$ cat src/e2q_pkg.sv
// Package for the Euler-angle to quaternion converter: Q30 widths, angle
// constants, the CORDIC arctangent table and the stage payload types.
// Depends on nothing; every other file of the block uses it.
`default_nettype none

package e2q_pkg;

  localparam int QW           = 34;
  localparam int ONE_SHIFT    = 30;
  localparam int CORDIC_STEPS = 30;
  localparam int SQRT_STEPS   = 32;
  localparam int MAG_W        = 32;
  localparam int LEN_W        = 32;
  localparam int SUM_W        = 64;
  localparam int LAT_BASE     = 72;

  typedef logic signed [QW-1:0] q30_t;

  localparam q30_t PI_Q30      = 34'sd3373259426;
  localparam q30_t HALF_PI_Q30 = 34'sd1686629713;
  localparam q30_t GAIN_Q30    = 34'sd652032874;

  typedef struct packed {
    q30_t x;
    q30_t y;
    q30_t z;
  } cordic_lane_t;

  typedef struct packed {
    logic [3:0]            neg;
    logic [3:0][MAG_W-1:0] mag;
  } comp_side_t;

  function automatic q30_t atan_q30(input int unsigned idx);
    q30_t v;
    case (idx)
      0:  v = QW'(32'h3243F6A8);
      1:  v = QW'(32'h1DAC6705);
      2:  v = QW'(32'h0FADBAFC);
      3:  v = QW'(32'h07F56EA6);
      4:  v = QW'(32'h03FEAB76);
      5:  v = QW'(32'h01FFD55B);
      6:  v = QW'(32'h00FFFAAA);
      7:  v = QW'(32'h007FFF55);
      8:  v = QW'(32'h003FFFEA);
      9:  v = QW'(32'h001FFFFD);
      10: v = QW'(32'h000FFFFF);
      11: v = QW'(32'h0007FFFF);
      12: v = QW'(32'h0003FFFF);
      13: v = QW'(32'h0001FFFF);
      14: v = QW'(32'h0000FFFF);
      15: v = QW'(32'h00007FFF);
      16: v = QW'(32'h00003FFF);
      17: v = QW'(32'h00001FFF);
      18: v = QW'(32'h00000FFF);
      19: v = QW'(32'h000007FF);
      20: v = QW'(32'h000003FF);
      21: v = QW'(32'h000001FF);
      22: v = QW'(32'h000000FF);
      23: v = QW'(32'h0000007F);
      24: v = QW'(32'h0000003F);
      25: v = QW'(32'h0000001F);
      26: v = QW'(32'h0000000F);
      27: v = QW'(32'h00000008);
      28: v = QW'(32'h00000004);
      29: v = QW'(32'h00000002);
      default: v = '0;
    endcase
    return v;
  endfunction

endpackage

`default_nettype wire

$ cat src/e2q_div_stage.sv
// One registered restoring-division step that produces one quotient bit of
// each of the four scaled components. Depends on e2q_pkg.
`default_nettype none

module e2q_div_stage #(
  parameter int COMPONENT_WIDTH = 16,
  parameter int STEP            = 0
) (
  input  wire logic                                     clk,
  input  wire logic                                     rst_n,
  input  wire logic                                     in_valid,
  input  wire logic [3:0][COMPONENT_WIDTH+30:0]         in_rem,
  input  wire logic [3:0][COMPONENT_WIDTH-1:0]          in_quot,
  input  wire logic [3:0]                               in_neg,
  input  wire logic [e2q_pkg::LEN_W-1:0]                in_len,
  output logic                                          out_valid,
  output logic [3:0][COMPONENT_WIDTH+30:0]              out_rem,
  output logic [3:0][COMPONENT_WIDTH-1:0]               out_quot,
  output logic [3:0]                                    out_neg,
  output logic [e2q_pkg::LEN_W-1:0]                     out_len
);

  localparam int NW = COMPONENT_WIDTH + 31;

  logic                                   valid_r;
  logic [3:0][NW-1:0]                     rem_r, rem_nxt;
  logic [3:0][COMPONENT_WIDTH-1:0]        quot_r, quot_nxt;
  logic [3:0]                             neg_r;
  logic [e2q_pkg::LEN_W-1:0]              len_r;
  logic [NW-1:0]                          divisor;

  always_comb begin
    divisor = NW'(in_len) << STEP;
    for (int k = 0; k < 4; k++) begin
      quot_nxt[k] = in_quot[k];
      if (in_rem[k] >= divisor) begin
        rem_nxt[k]        = in_rem[k] - divisor;
        quot_nxt[k][STEP] = 1'b1;
      end else begin
        rem_nxt[k] = in_rem[k];
      end
    end
  end

  always_ff @(posedge clk) begin
    if (!rst_n) begin
      valid_r <= 1'b0;
    end else begin
      valid_r <= in_valid;
    end
  end

  always_ff @(posedge clk) begin
    rem_r  <= rem_nxt;
    quot_r <= quot_nxt;
    neg_r  <= in_neg;
    len_r  <= in_len;
  end

  assign out_valid = valid_r;
  assign out_rem   = rem_r;
  assign out_quot  = quot_r;
  assign out_neg   = neg_r;
  assign out_len   = len_r;

endmodule

`default_nettype wire

$ cat config.mk
export PLATFORM = sky130hd
export DESIGN_NAME = e2q_div_stage
export DESIGN_NICKNAME = d
export VERILOG_FILES = /design/src/e2q_pkg.sv /design/src/e2q_div_stage.sv
export SDC_FILE = /design/constraint.sdc
export NUM_CORES = 1
export LEC_CHECK = 0
export BUFFER_PORTS_ARGS = -buffer_cell sky130_fd_sc_hd__buf_2
export CORE_AREA = 2 2 228 230
export DETAILED_ROUTE_END_ITERATION = 10
export DIE_AREA = 0 0 230 232
export PLACE_DENSITY_LB_ADDON = 0.1
export SLEW_MARGIN = 30
export SYNTH_ARGS = -nofsm -noshare
export SYNTH_HDL_FRONTEND = slang
export SYNTH_SLANG_ARGS = --single-unit
$ cat constraint.sdc
create_clock -name clk -period 3.47 [get_ports clk]
set_input_delay 0.1735 -clock clk [delete_from_list [all_inputs] [get_ports clk]]
set_output_delay 0.1735 -clock clk [all_outputs]
set_load 0.05 [all_outputs]
# Word-level counts from Yosys, hierarchy flattened

Cells that the tools add are included.

Input bits: 291
Word-level logic and storage cells: 27
Output and inout bits: 289
Register bits: 289

Add/subtract/negate cells: 4
Muxes and demuxes: 4
$lt $le $gt $ge: 4

Operators with widths:

| cell           | count |
|---|---|
| $ge 47x32->1   | 4 |
| $mux 47        | 4 |
| $sub 47x32->47 | 4 |

# Longest topological paths before layout

Word-level depth: 2
Mapped depth: 13
Gate-level depth less buffers: 13

# Worst setup path after synthesis

Ideal clock, no wire load.

Path kind: input to register
From: in in_rem[79] (netlist name)
To: reg rem_r (netlist bit out_rem[70])
Data required time: 3.347 ns
Setup time: 0.123 ns
Path buffers: 3
Stages on the path: 10
Slack: 0.452 ns
Data arrival time: 2.895 ns
Cell sequence: clkbuf_1 > or4_4 > or4_1 > or3_1 > or3_1 > a31oi_2 > a21boi_4 > buf_6 > buf_6 > mux2_1

RTL lines:

| element                | line                | source |
|---|---|---|
| start: declaration     | e2q_div_stage.sv:12 | `input wire logic [3:0][COMPONENT_WIDTH+30:0] in_rem,` |
| end signal: assignment | e2q_div_stage.sv:54 | `rem_r <= rem_nxt;` |
| end: declaration       | e2q_div_stage.sv:26 | `logic [3:0][NW-1:0] rem_r, rem_nxt;` |

==> results.cfg <==
[sta]
fmax_ghz = 0.303
finalSetupViolCount = 0
rsz0062_at_grt = no
hold_violations = 0
max_slew_margin_pct = 59.8
fin_crit_sh_pct = 95.3
period_needed_ns = 3.31
tightest_slew_ns = 0.594
maxSlewViolCount = 0

[floorplan]
die_width_um = 230
ios = 580
core-area_mm2 = 0.0509
dieArea_mm2 = 0.0534
row_count = 83
die_y_um = 232
start_util_pct = 31.4

[finish]
mostFrequentLayoutCells = 579 x buf_2, 289 x dlygate4sd3_1, 289 x dfxtp_1
drive_gt1_share_pct = 27.5
layout.cells.non_filler = 3526
final_nets = 3249
diodes = 0
final_common_cell = buf_2
areaGrowthSynthToFinish_pct = 52.5

[logic_synthesis]
yosys_warnings = 0
synthFlopType = dfxtp_1
syn_area_mm2 = 0.0160
synthXorXnorAreaFrac_pct = 9.33
synth_cells = 1898
synth_compound_area_share_pct = 20.5
synth_seq_cells = 289
syn-num-nets = 2321
synthMuxAreaShare_pct = 1.76
synth_cell_types = 76
yosys.area_share.simple_pct = 18.1
synth_edf_count = 0
syn_avg_cell_area_um2 = 8.41
synthAdderAreaFrac_pct = 10.5
synth_top_family_by_area = compound AO/OA/AOI/OAI gates
synth_async_sr_flop_share_pct = 0
synth_sequential_area_ratio_pct = 36.2

[grt]
grt_max_degree = 37
grt_util_all_layers_pct = 26.2
grt_pass1_vias = 17700
grt_pass1_wl_um = 107000
antenna_found_initial = 2
gr-total-overflow = 0

[critical_path]
endpoint_kind = register
worst_ep_required_time_ns = 3.89
start_kind = input pin
crit_type = in2reg
crit_start = in_rem[81]
crit_fanout = 13
critPathCapture = out_rem[73]$_DFF_P_
crit_arrival_ns = 3.73

[clock_tree]
path_clk_slew_ns = 0.06
ctsHtreeMaxLevel = 2
tritoncts = yes
clock_sink_count = 289
cts-root-buf = clkbuf_16
numCtsBuffers = 34
clockBufferDepth = 3

[job]
max_cap_viol_count = 0

[power]
ir_drop_uv = 359
finalPower_mw = 12.1
p_per_area_mw_per_mm2 = 496
p_leak_nw = 11.1

[drt]
wl_per_cell_um = 20.6
drt-initial-drc-count = 1038
drc_errors = 0
drt_first_pass_iters = 6
routed_via_density = 4.97
finalWirelength_um = 72800
via_count = 17500
antenna_left = 0

[place]
dpl.cell_count = 3177
place_hpwl_um = 57500
port_buffers = 579
gp_congestion = 0.935

[outcome]
run_status = complete, no violations

[hold_path]
min_path_type = in2reg
## registers in the layout, summed over array words and instances, names as in the netlist
signal,flops
out_len,32
out_neg,4
out_quot,64
out_rem,188
out_valid,1
## worst max-delay path, cell delays in order
cell and delay (ns):
dlygate4sd3_1 0.53, buf_2 0.14, or4_4 0.56, or4_1 0.51, or3_1 0.37, or3_1 0.33
a31oi_2 0.21, a21boi_4 0.32, buf_4 0.23, mux2_1 0.34
## cells by family after synthesis
logic type      count (synthesis)
compound gates                537
xor+xnor                      170
fa+ha+maj                     132
buf+inv                       146
flops                         289
mux                            25
simple gates                  599
## synth_stat cells, drive strengths merged, types with 13 or more instances
library cell	count	area share, %
a211oi	21	0.99
a21o	49	2.3
a21oi	204	6.4
clkbuf	61	1.4
dfxtp	289	36
ha	128	10
inv	78	1.8
mux2	24	1.7
nand2	178	4.2
nand2b	25	0.98
nand3	40	1.3
nand4	40	1.6
nor2	162	3.8
nor2b	15	0.59
nor3	38	1.2
nor4	13	0.51
o211ai	14	0.66
o21a	14	0.66
o21ai	133	4.2
o21bai	27	1.3
or3	23	0.90
xnor2	95	5.2
xor2	75	4.1
## per-layer routing
metal | vias up | part of all wire, % | global-route usage, %
met5 | - | 0.018 | 0
met4 | 2 | 4.6 | 11.3
met3 | 141 | 5.3 | 4.32
met2 | 623 | 48 | 46.3
met1 | 8141 | 42 | 31.4
li1 | 8621 | - | -
## power by group
part / leakage (nW) / internal, mW / switching (mW)
clock: 0.528 / 2.06 / 1.42
combinational: 8.13 / 1.46 / 3.24
sequential: 2.44 / 3.77 / 0.130
## worst min-delay path by stage
stage | start | to | slack, ns | cells after the start
floorplan | in_len[0] | out_len[0]$_DFF_P_ | 0.20 | 0
global placement | in_quot[62] | out_quot[62]$_DFF_P_ | 0.28 | 1
detailed placement | in_quot[57] | out_quot[57]$_DFF_P_ | 0.28 | 1
CTS | in_rem[153] | out_rem[153]$_DFF_P_ | 0.04 | 3
global route | in_rem[153] | out_rem[153]$_DFF_P_ | 0.07 | 3
finish | in_rem[153] | out_rem[153]$_DFF_P_ | 0.1 | 3
## per-stage QoR
stage	setup TNS, ns	worst slack [ns]	hold WS [ns]	util (%)	instance area, um^2
6_report	0	0.164	0.0970	47.8	24300
3_5_place_dp	-0.340	-0.0893	0.278	39.7	20200
3_3_place_gp	-0.0345	-0.0345	0.275	39.7	20200
5_1_grt	0	0.0180	0.0749	47.8	24300
2_1_floorplan	0	0.452	0.201	-	16000
4_1_cts	0	0.00869	0.0376	47.4	24100
## repair_timing
item | 4_1_cts | 5_1_grt
hold buffers | 289 | 0
setup buffers | 0 | 4
endpoints found under the hold margin | 288 | 0
endpoints found under the setup margin | 0 | 52
resized for setup | 0 | 29
## final cells by class
cell class	count	area, um^2
clock inverters	5	28.8
multi-input cells	1463	9740
fillers	4981	26500
clock buffers	51	1040
repair buffers	960	6590
flip-flops and latches	289	5790
inverters	78	304
well taps	680	851
Note: power is estimated with default switching activity, not from simulation.
