$ cat config.mk
export PLATFORM = sky130hd
export DESIGN_NAME = e2q_isqrt_stage
export DESIGN_NICKNAME = d
export VERILOG_FILES = /design/src/e2q_pkg.sv /design/src/e2q_isqrt_stage.sv
export SDC_FILE = /design/constraint.sdc
export NUM_CORES = 1
export LEC_CHECK = 0
export BUFFER_PORTS_ARGS = -buffer_cell sky130_fd_sc_hd__buf_2
export CORE_AREA = 2 2 207 209
export CTS_BUF_LIST = sky130_fd_sc_hd__clkbuf_8
export CTS_CLUSTER_DIAMETER = 200
export DETAILED_ROUTE_END_ITERATION = 7
export DIE_AREA = 0 0 209 211
export SETUP_SLACK_MARGIN = 0.02
export SLEW_MARGIN = 20
export SYNTH_ARGS = -nofsm -noshare
export SYNTH_HDL_FRONTEND = slang
export SYNTH_SLANG_ARGS = --single-unit
$ cat constraint.sdc
create_clock -name clk -period 3.7 [get_ports clk]
set_input_delay 0.185 -clock clk [delete_from_list [all_inputs] [get_ports clk]]
set_output_delay 0.185 -clock clk [all_outputs]
set_load 0.02 [all_outputs]
$ cat src/e2q_pkg.sv
// Package for the Euler-angle to quaternion converter: Q30 widths, angle
// constants, the CORDIC arctangent table and the stage payload types.
// Depends on nothing; every other file of the block uses it.
`default_nettype none

package e2q_pkg;

  localparam int QW           = 34;
  localparam int ONE_SHIFT    = 30;
  localparam int CORDIC_STEPS = 30;
  localparam int SQRT_STEPS   = 32;
  localparam int MAG_W        = 32;
  localparam int LEN_W        = 32;
  localparam int SUM_W        = 64;
  localparam int LAT_BASE     = 72;

  typedef logic signed [QW-1:0] q30_t;

  localparam q30_t PI_Q30      = 34'sd3373259426;
  localparam q30_t HALF_PI_Q30 = 34'sd1686629713;
  localparam q30_t GAIN_Q30    = 34'sd652032874;

  typedef struct packed {
    q30_t x;
    q30_t y;
    q30_t z;
  } cordic_lane_t;

  typedef struct packed {
    logic [3:0]            neg;
    logic [3:0][MAG_W-1:0] mag;
  } comp_side_t;

  function automatic q30_t atan_q30(input int unsigned idx);
    q30_t v;
    case (idx)
      0:  v = QW'(32'h3243F6A8);
      1:  v = QW'(32'h1DAC6705);
      2:  v = QW'(32'h0FADBAFC);
      3:  v = QW'(32'h07F56EA6);
      4:  v = QW'(32'h03FEAB76);
      5:  v = QW'(32'h01FFD55B);
      6:  v = QW'(32'h00FFFAAA);
      7:  v = QW'(32'h007FFF55);
      8:  v = QW'(32'h003FFFEA);
      9:  v = QW'(32'h001FFFFD);
      10: v = QW'(32'h000FFFFF);
      11: v = QW'(32'h0007FFFF);
      12: v = QW'(32'h0003FFFF);
      13: v = QW'(32'h0001FFFF);
      14: v = QW'(32'h0000FFFF);
      15: v = QW'(32'h00007FFF);
      16: v = QW'(32'h00003FFF);
      17: v = QW'(32'h00001FFF);
      18: v = QW'(32'h00000FFF);
      19: v = QW'(32'h000007FF);
      20: v = QW'(32'h000003FF);
      21: v = QW'(32'h000001FF);
      22: v = QW'(32'h000000FF);
      23: v = QW'(32'h0000007F);
      24: v = QW'(32'h0000003F);
      25: v = QW'(32'h0000001F);
      26: v = QW'(32'h0000000F);
      27: v = QW'(32'h00000008);
      28: v = QW'(32'h00000004);
      29: v = QW'(32'h00000002);
      default: v = '0;
    endcase
    return v;
  endfunction

endpackage

`default_nettype wire

$ cat src/e2q_isqrt_stage.sv
// One registered step of the bit-pair integer square root of the sum of
// squares, carrying the component signs and magnitudes. Depends on e2q_pkg.
`default_nettype none

module e2q_isqrt_stage #(
  parameter int STEP = 0
) (
  input  wire logic                        clk,
  input  wire logic                        rst_n,
  input  wire logic                        in_valid,
  input  wire logic [e2q_pkg::SUM_W-1:0]   in_rem,
  input  wire logic [e2q_pkg::SUM_W-1:0]   in_root,
  input  wire e2q_pkg::comp_side_t         in_side,
  output logic                             out_valid,
  output logic [e2q_pkg::SUM_W-1:0]        out_rem,
  output logic [e2q_pkg::SUM_W-1:0]        out_root,
  output e2q_pkg::comp_side_t              out_side
);

  localparam logic [e2q_pkg::SUM_W-1:0] BIT_VAL =
    e2q_pkg::SUM_W'(1) << (e2q_pkg::SUM_W - 2 - 2 * STEP);

  logic                        valid_r;
  logic [e2q_pkg::SUM_W-1:0]   rem_r, rem_nxt;
  logic [e2q_pkg::SUM_W-1:0]   root_r, root_nxt;
  logic [e2q_pkg::SUM_W-1:0]   trial;
  e2q_pkg::comp_side_t         side_r;

  always_comb begin
    trial = in_root + BIT_VAL;
    if (in_rem >= trial) begin
      rem_nxt  = in_rem - trial;
      root_nxt = (in_root >> 1) + BIT_VAL;
    end else begin
      rem_nxt  = in_rem;
      root_nxt = in_root >> 1;
    end
  end

  always_ff @(posedge clk) begin
    if (!rst_n) begin
      valid_r <= 1'b0;
    end else begin
      valid_r <= in_valid;
    end
  end

  always_ff @(posedge clk) begin
    rem_r  <= rem_nxt;
    root_r <= root_nxt;
    side_r <= in_side;
  end

  assign out_valid = valid_r;
  assign out_rem   = rem_r;
  assign out_root  = root_r;
  assign out_side  = side_r;

endmodule

`default_nettype wire

# Word level (Yosys, flattened, before mapping)
# Index checks and enable logic that the tools add are counted.
[word_totals] regBits=261 elab_cells=15 out_inout_bits=261 input_bits=263
[op_classes] n_lt_le_gt_ge=1 n_mux=2 add_sub_neg=3
[op_table] cell="$add A63 B63 Y64 const B" count=1
[op_table] cell="$add A64 B63 Y64 const B" count=1
[op_table] cell="$ge A64 B64 Y1" count=1
[op_table] cell="$mux W64" count=1
[op_table] cell="$sub A64 B64 Y64" count=1
[op_table] cell="$mux W63" count=1

# Longest topological paths before layout
[depth] word_depth=3 ltp_mapped=16 mapped_depth_nobuf=13

# Least setup slack after synthesis
# OpenSTA, ideal clock, no wires.
[synth_path] path_kind="input to register" startpoint="in in_rem[0] (netlist bit)" endpoint="reg rem_r, in the netlist out_rem[54]" setup_slack_ns=1.008 t_required_ns=3.584 setup_ns=0.116 n_path_buf=0 arrival_ns=2.576 stages=13 cell_sequence="inv_1 > ha_1 > fa_1 > nor2b_1 > o221ai_1 > a21oi_1 > o21ai_1 > a21bo_2 > o31a_1 > o31a_1 > o31ai_2 > xnor2_1 > o21ai_2"
[synth_via] elab_chain_cells=2 elab_cells_between_ends=3 cone_classes="add/sub (1); order compare (1); mux (1)"
[synth_lines] element="start, declared" line="e2q_isqrt_stage.sv:11" rtl="input wire logic [e2q_pkg::SUM_W-1:0] in_rem,"
[synth_lines] element="$sub A64 B64 Y64 / $ge A64 B64 Y1 (equally long branches)" line="e2q_isqrt_stage.sv:32, e2q_isqrt_stage.sv:31"
[synth_lines] element="$mux W64 (*)" line="e2q_isqrt_stage.sv:31" rtl="if (in_rem >= trial) begin"
[synth_lines] element="net rem_nxt, one bit" line="e2q_isqrt_stage.sv:24" rtl="logic [e2q_pkg::SUM_W-1:0] rem_r, rem_nxt;"
[synth_lines] element="end signal, assigned" line="e2q_isqrt_stage.sv:49" rtl="rem_r <= rem_nxt;"
[synth_lines] element="end, declared" line="e2q_isqrt_stage.sv:24"
# Mark *: on every way through the listed nets, which the timed path passes. The rest lies on a longest branch.
# A chain may end at the register's enable or synchronous reset.

# Worst setup path in the final report
[layout_path] startpoint="in in_rem[5] (netlist bit)" endpoint="reg rem_r, in the netlist out_rem[0]"
[layout_via] elab_chain_cells=2
[layout_lines] element="$ge A64 B64 Y1" line="e2q_isqrt_stage.sv:31"
[layout_lines] element="$mux W64" line="e2q_isqrt_stage.sv:31"
[layout_lines] element="net rem_nxt, one bit" line="e2q_isqrt_stage.sv:24"
# The timed path passes the listed nets, and every way through them passes these cells.

==> results.md <==
* Outcome: complete, no violations
* Number of antenna violations at the first check in global routing at 6
* Total gr overflow at 0
* Fin. max-slew vios at 0
* Starting Density at 0.241
* Max incr delay on CP at 0.55 ns
* Number of setup violations in the final report at 0
* Synthesized area divided by synthesized cell count at 9.45 µm²
* Final Hold Violating Endpoints at 0
* Share of async-settable or async-resettable flops after synthesis at 0
* Synth area leaders: sky130_fd_sc_hd__dfxtp_1 (52%), sky130_fd_sc_hd__ha_1 (8.0%), sky130_fd_sc_hd__o21ai_0 (5.2%)
* Pwr/cell area at 491 nW/µm²
* TritonCTS clock tree: done
* Clock buffer depth at 3
* Number of enable-type register cells in the synthesized netlist at 0
* Portion of synthesized cell area occupied by the leading cell type at 0.520
* Worst Max-Slew Pin Slew at 0.451 ns
* Time the worst path needs with I/O delays and setup at 3.47 ns
* Max Cap Violations at 0
* Critical path data required time at 4.26 ns
* First-iteration detailed-routing DRC count at 682
* Global routing met3 resource utilization at 0.0452
* Count of nets left with antenna violations after detail routing at 0
* Leakage power of the design at 8.31 nW
* Hpwl dp at 34.9 mm
* Global placer's final weighted congestion at 0.923
* Peak fanout along the critical path at 61
* Cells after DPL at 2096
* Global-route usage over all layers at 0.200
* Area grow syn2layout at 69.3%
* Count of port buffers added during placement at 523
* Post-Route WL at 45.6 mm
* Crit end category: register
* Worst max-slew margin expressed relative to the limit at 0.692
* Final TNS setup at 0 ns
* Number of iterations in the first detailed-routing pass at 7
* First-pass GRT wire length at 67.2 mm
* Worst path arrival time at 4.03 ns
* Die Width at 209 µm
* Total via count after detailed routing at 10883
* Number of fill cells in the layout at 4057
* Share of post-route cells with drive strength above 1 at 0.331
* Worst min-delay path category: in -> reg
* Total DRC errors in the routed layout at 0
* Area of the multi-input gates at 4340 µm²
* Top_reg_cell synth: sky130_fd_sc_hd__dfxtp_1
* Most repeated library cell on the critical path: sky130_fd_sc_hd__dlygate4sd3_1
* Deepest level of the CTS H-tree at 2
* Met2 usage at 0.340
* Portion of the post-synthesis area used by sequential elements at 0.520
* CP Launch Type: input pin
* Number of standard-cell rows in the floorplan at 75
* CTS root buf: sky130_fd_sc_hd__clkbuf_8
* Slowest cell on the critical path: sky130_fd_sc_hd__dlygate4sd3_1
* Number of standard cells in the layout, taps in and fillers out at 2449
* Average wire per standard cell at 18.6 µm
* GR Layer Usage met1 at 0.243
* Gate count of the mapped netlist at 1064
* Number of vias per cell after detailed routing at 4.44
* I/O pin total at 524
* Post-synthesis sequential element count at 261
* Cell with the most instances after synthesis: sky130_fd_sc_hd__dfxtp_1
* Synth cell types at 57
* Vias in the first global route at 11331
* Number of buffers created by CTS at 48
* Final cycle utilization of the critical path at 0.939
* Die ar. at 44100 µm²
* Synthesized area at 10000 µm²
* Count of warnings emitted by yosys at 0
* FF/Latch Area at 5230 µm²
* Clock-pin slew on the worst setup and hold paths at 0.06 ns
* Power, Total at 8.35 mW
* Syn Nets at 1392
* Crit path cell chain: dlygate4sd3_1 > buf_2 > ha_1 > a211o_1 > a21oi_2 > nand4_1 > nand2_1 > o211ai_2 > o2111ai_1 > a21oi_1 > nor3b_4 > buf_12 > mux2i_1 > dlygate4sd3_1
* Nets at 2197
* Largest net degree at the start of global routing at 69
* Number of clock sinks at 261
* Yosys top cell by area: sky130_fd_sc_hd__dfxtp_1
* Final core utilization at 0.408
* Fmax at 288 MHz
* Top post-synthesis cells by count: sky130_fd_sc_hd__dfxtp_1 (261), sky130_fd_sc_hd__nand2_1 (125), sky130_fd_sc_hd__o21ai_0 (105), sky130_fd_sc_hd__a21oi_1 (85), sky130_fd_sc_hd__inv_1 (81)
* Worst setup path category: in -> reg
* Post-CTS setup buffers at 0
* Height of the die at 211 µm
* Most Crowded Layer GR: met2
* Maximum vdd ir drop at 0.322 mV
* Area of the core region at 41800 µm²
[what timing repair did]
action,CTS,global route
endpoints found under the setup margin,0,1
hold buffers,262,0
gates resized for setup,0,2
hold endpoints to repair,261,0
[final cells by class]
type,count,share of cell area
clock inverter,23,0.0126
multi-input combinational,678,0.255
timing repair buffer,799,0.316
clock buffer,64,0.0518
sequential,261,0.307
tap,539,0.0396
inverter,81,0.0179
antenna,4,0.000588
[layer usage]
layer	share of wire	vias to the layer above
li1	-	5274
met1	0.42	5028
met2	0.48	490
met3	0.069	87
met4	0.035	4
met5	0.00066	-
[through the flow]
stage / hold slack (ns) / setup slack, ns / instance area [µm²]
2_1_floorplan: 0.213 / 1.01 / 10000
3_3_place_gp: 0.287 / 0.332 / 13300
3_5_place_dp: 0.289 / 0.322 / 13300
4_1_cts: 0.152 / 0.168 / 17000
5_1_grt: 0.180 / -0.00961 / 17000
6_report: 0.218 / 0.227 / 17000
[sequential cells by signal, summed over array words and instances, names as in the netlist]
signal	count
out_rem	64
out_root	64
out_side	132
out_valid	1
[worst max-delay path: cells and delay by family]
kind / cells / cell delay, ns
adder cells (fa/ha/maj): 1 / 0.38
AO/OA/AOI/OAI: 5 / 1.10
multiplexers: 1 / 0.21
AND/OR/NAND/NOR: 3 / 0.59
buffers and inverters: 4 / 1.50
[layout by cell type (no fill, tap or decap), drive strengths merged, types with 6 or more instances in the layout]
cell type,instances
a21o,29
a21oi,86
a31oi,12
and3,6
buf,537
clkbuf,64
clkinv,7
dfxtp,261
dlygate4sd3,262
ha,64
inv,93
nand2,125
nand2b,8
nand3,15
nand4,26
nor2,36
nor2b,9
nor3,13
o21a,8
o21ai,115
o21bai,11
xnor2,39
xor2,25
[logic make-up (layout without fill, tap and decap cells)]
group	Yosys count	after routing	share of synthesized area
buf+inv	125	967	0.0500
compound gates	298	298	0.178
fa+ha+maj	65	65	0.0817
simple gates	250	250	0.114
xor+xnor	64	64	0.0558
flops	261	261	0.520
other cells	0	4	0
mux	1	1	0.000996
[power breakdown]
group	internal (mW)	leakage [nW]	switching (mW)	total, mW
clock network	1.83	0.609	1.31	3.14
logic	0.832	5.49	1.23	2.07
registers	3.07	2.20	0.0730	3.15
total	5.74	8.31	2.62	8.35
[final timing paths]
kind	cells past startpoint	to	startpoint
worst max-delay path	14	out_rem[0]	in_rem[5]
worst min-delay path	2	out_side[32]	in_side[32]
Power figures use the tool's default switching activity.
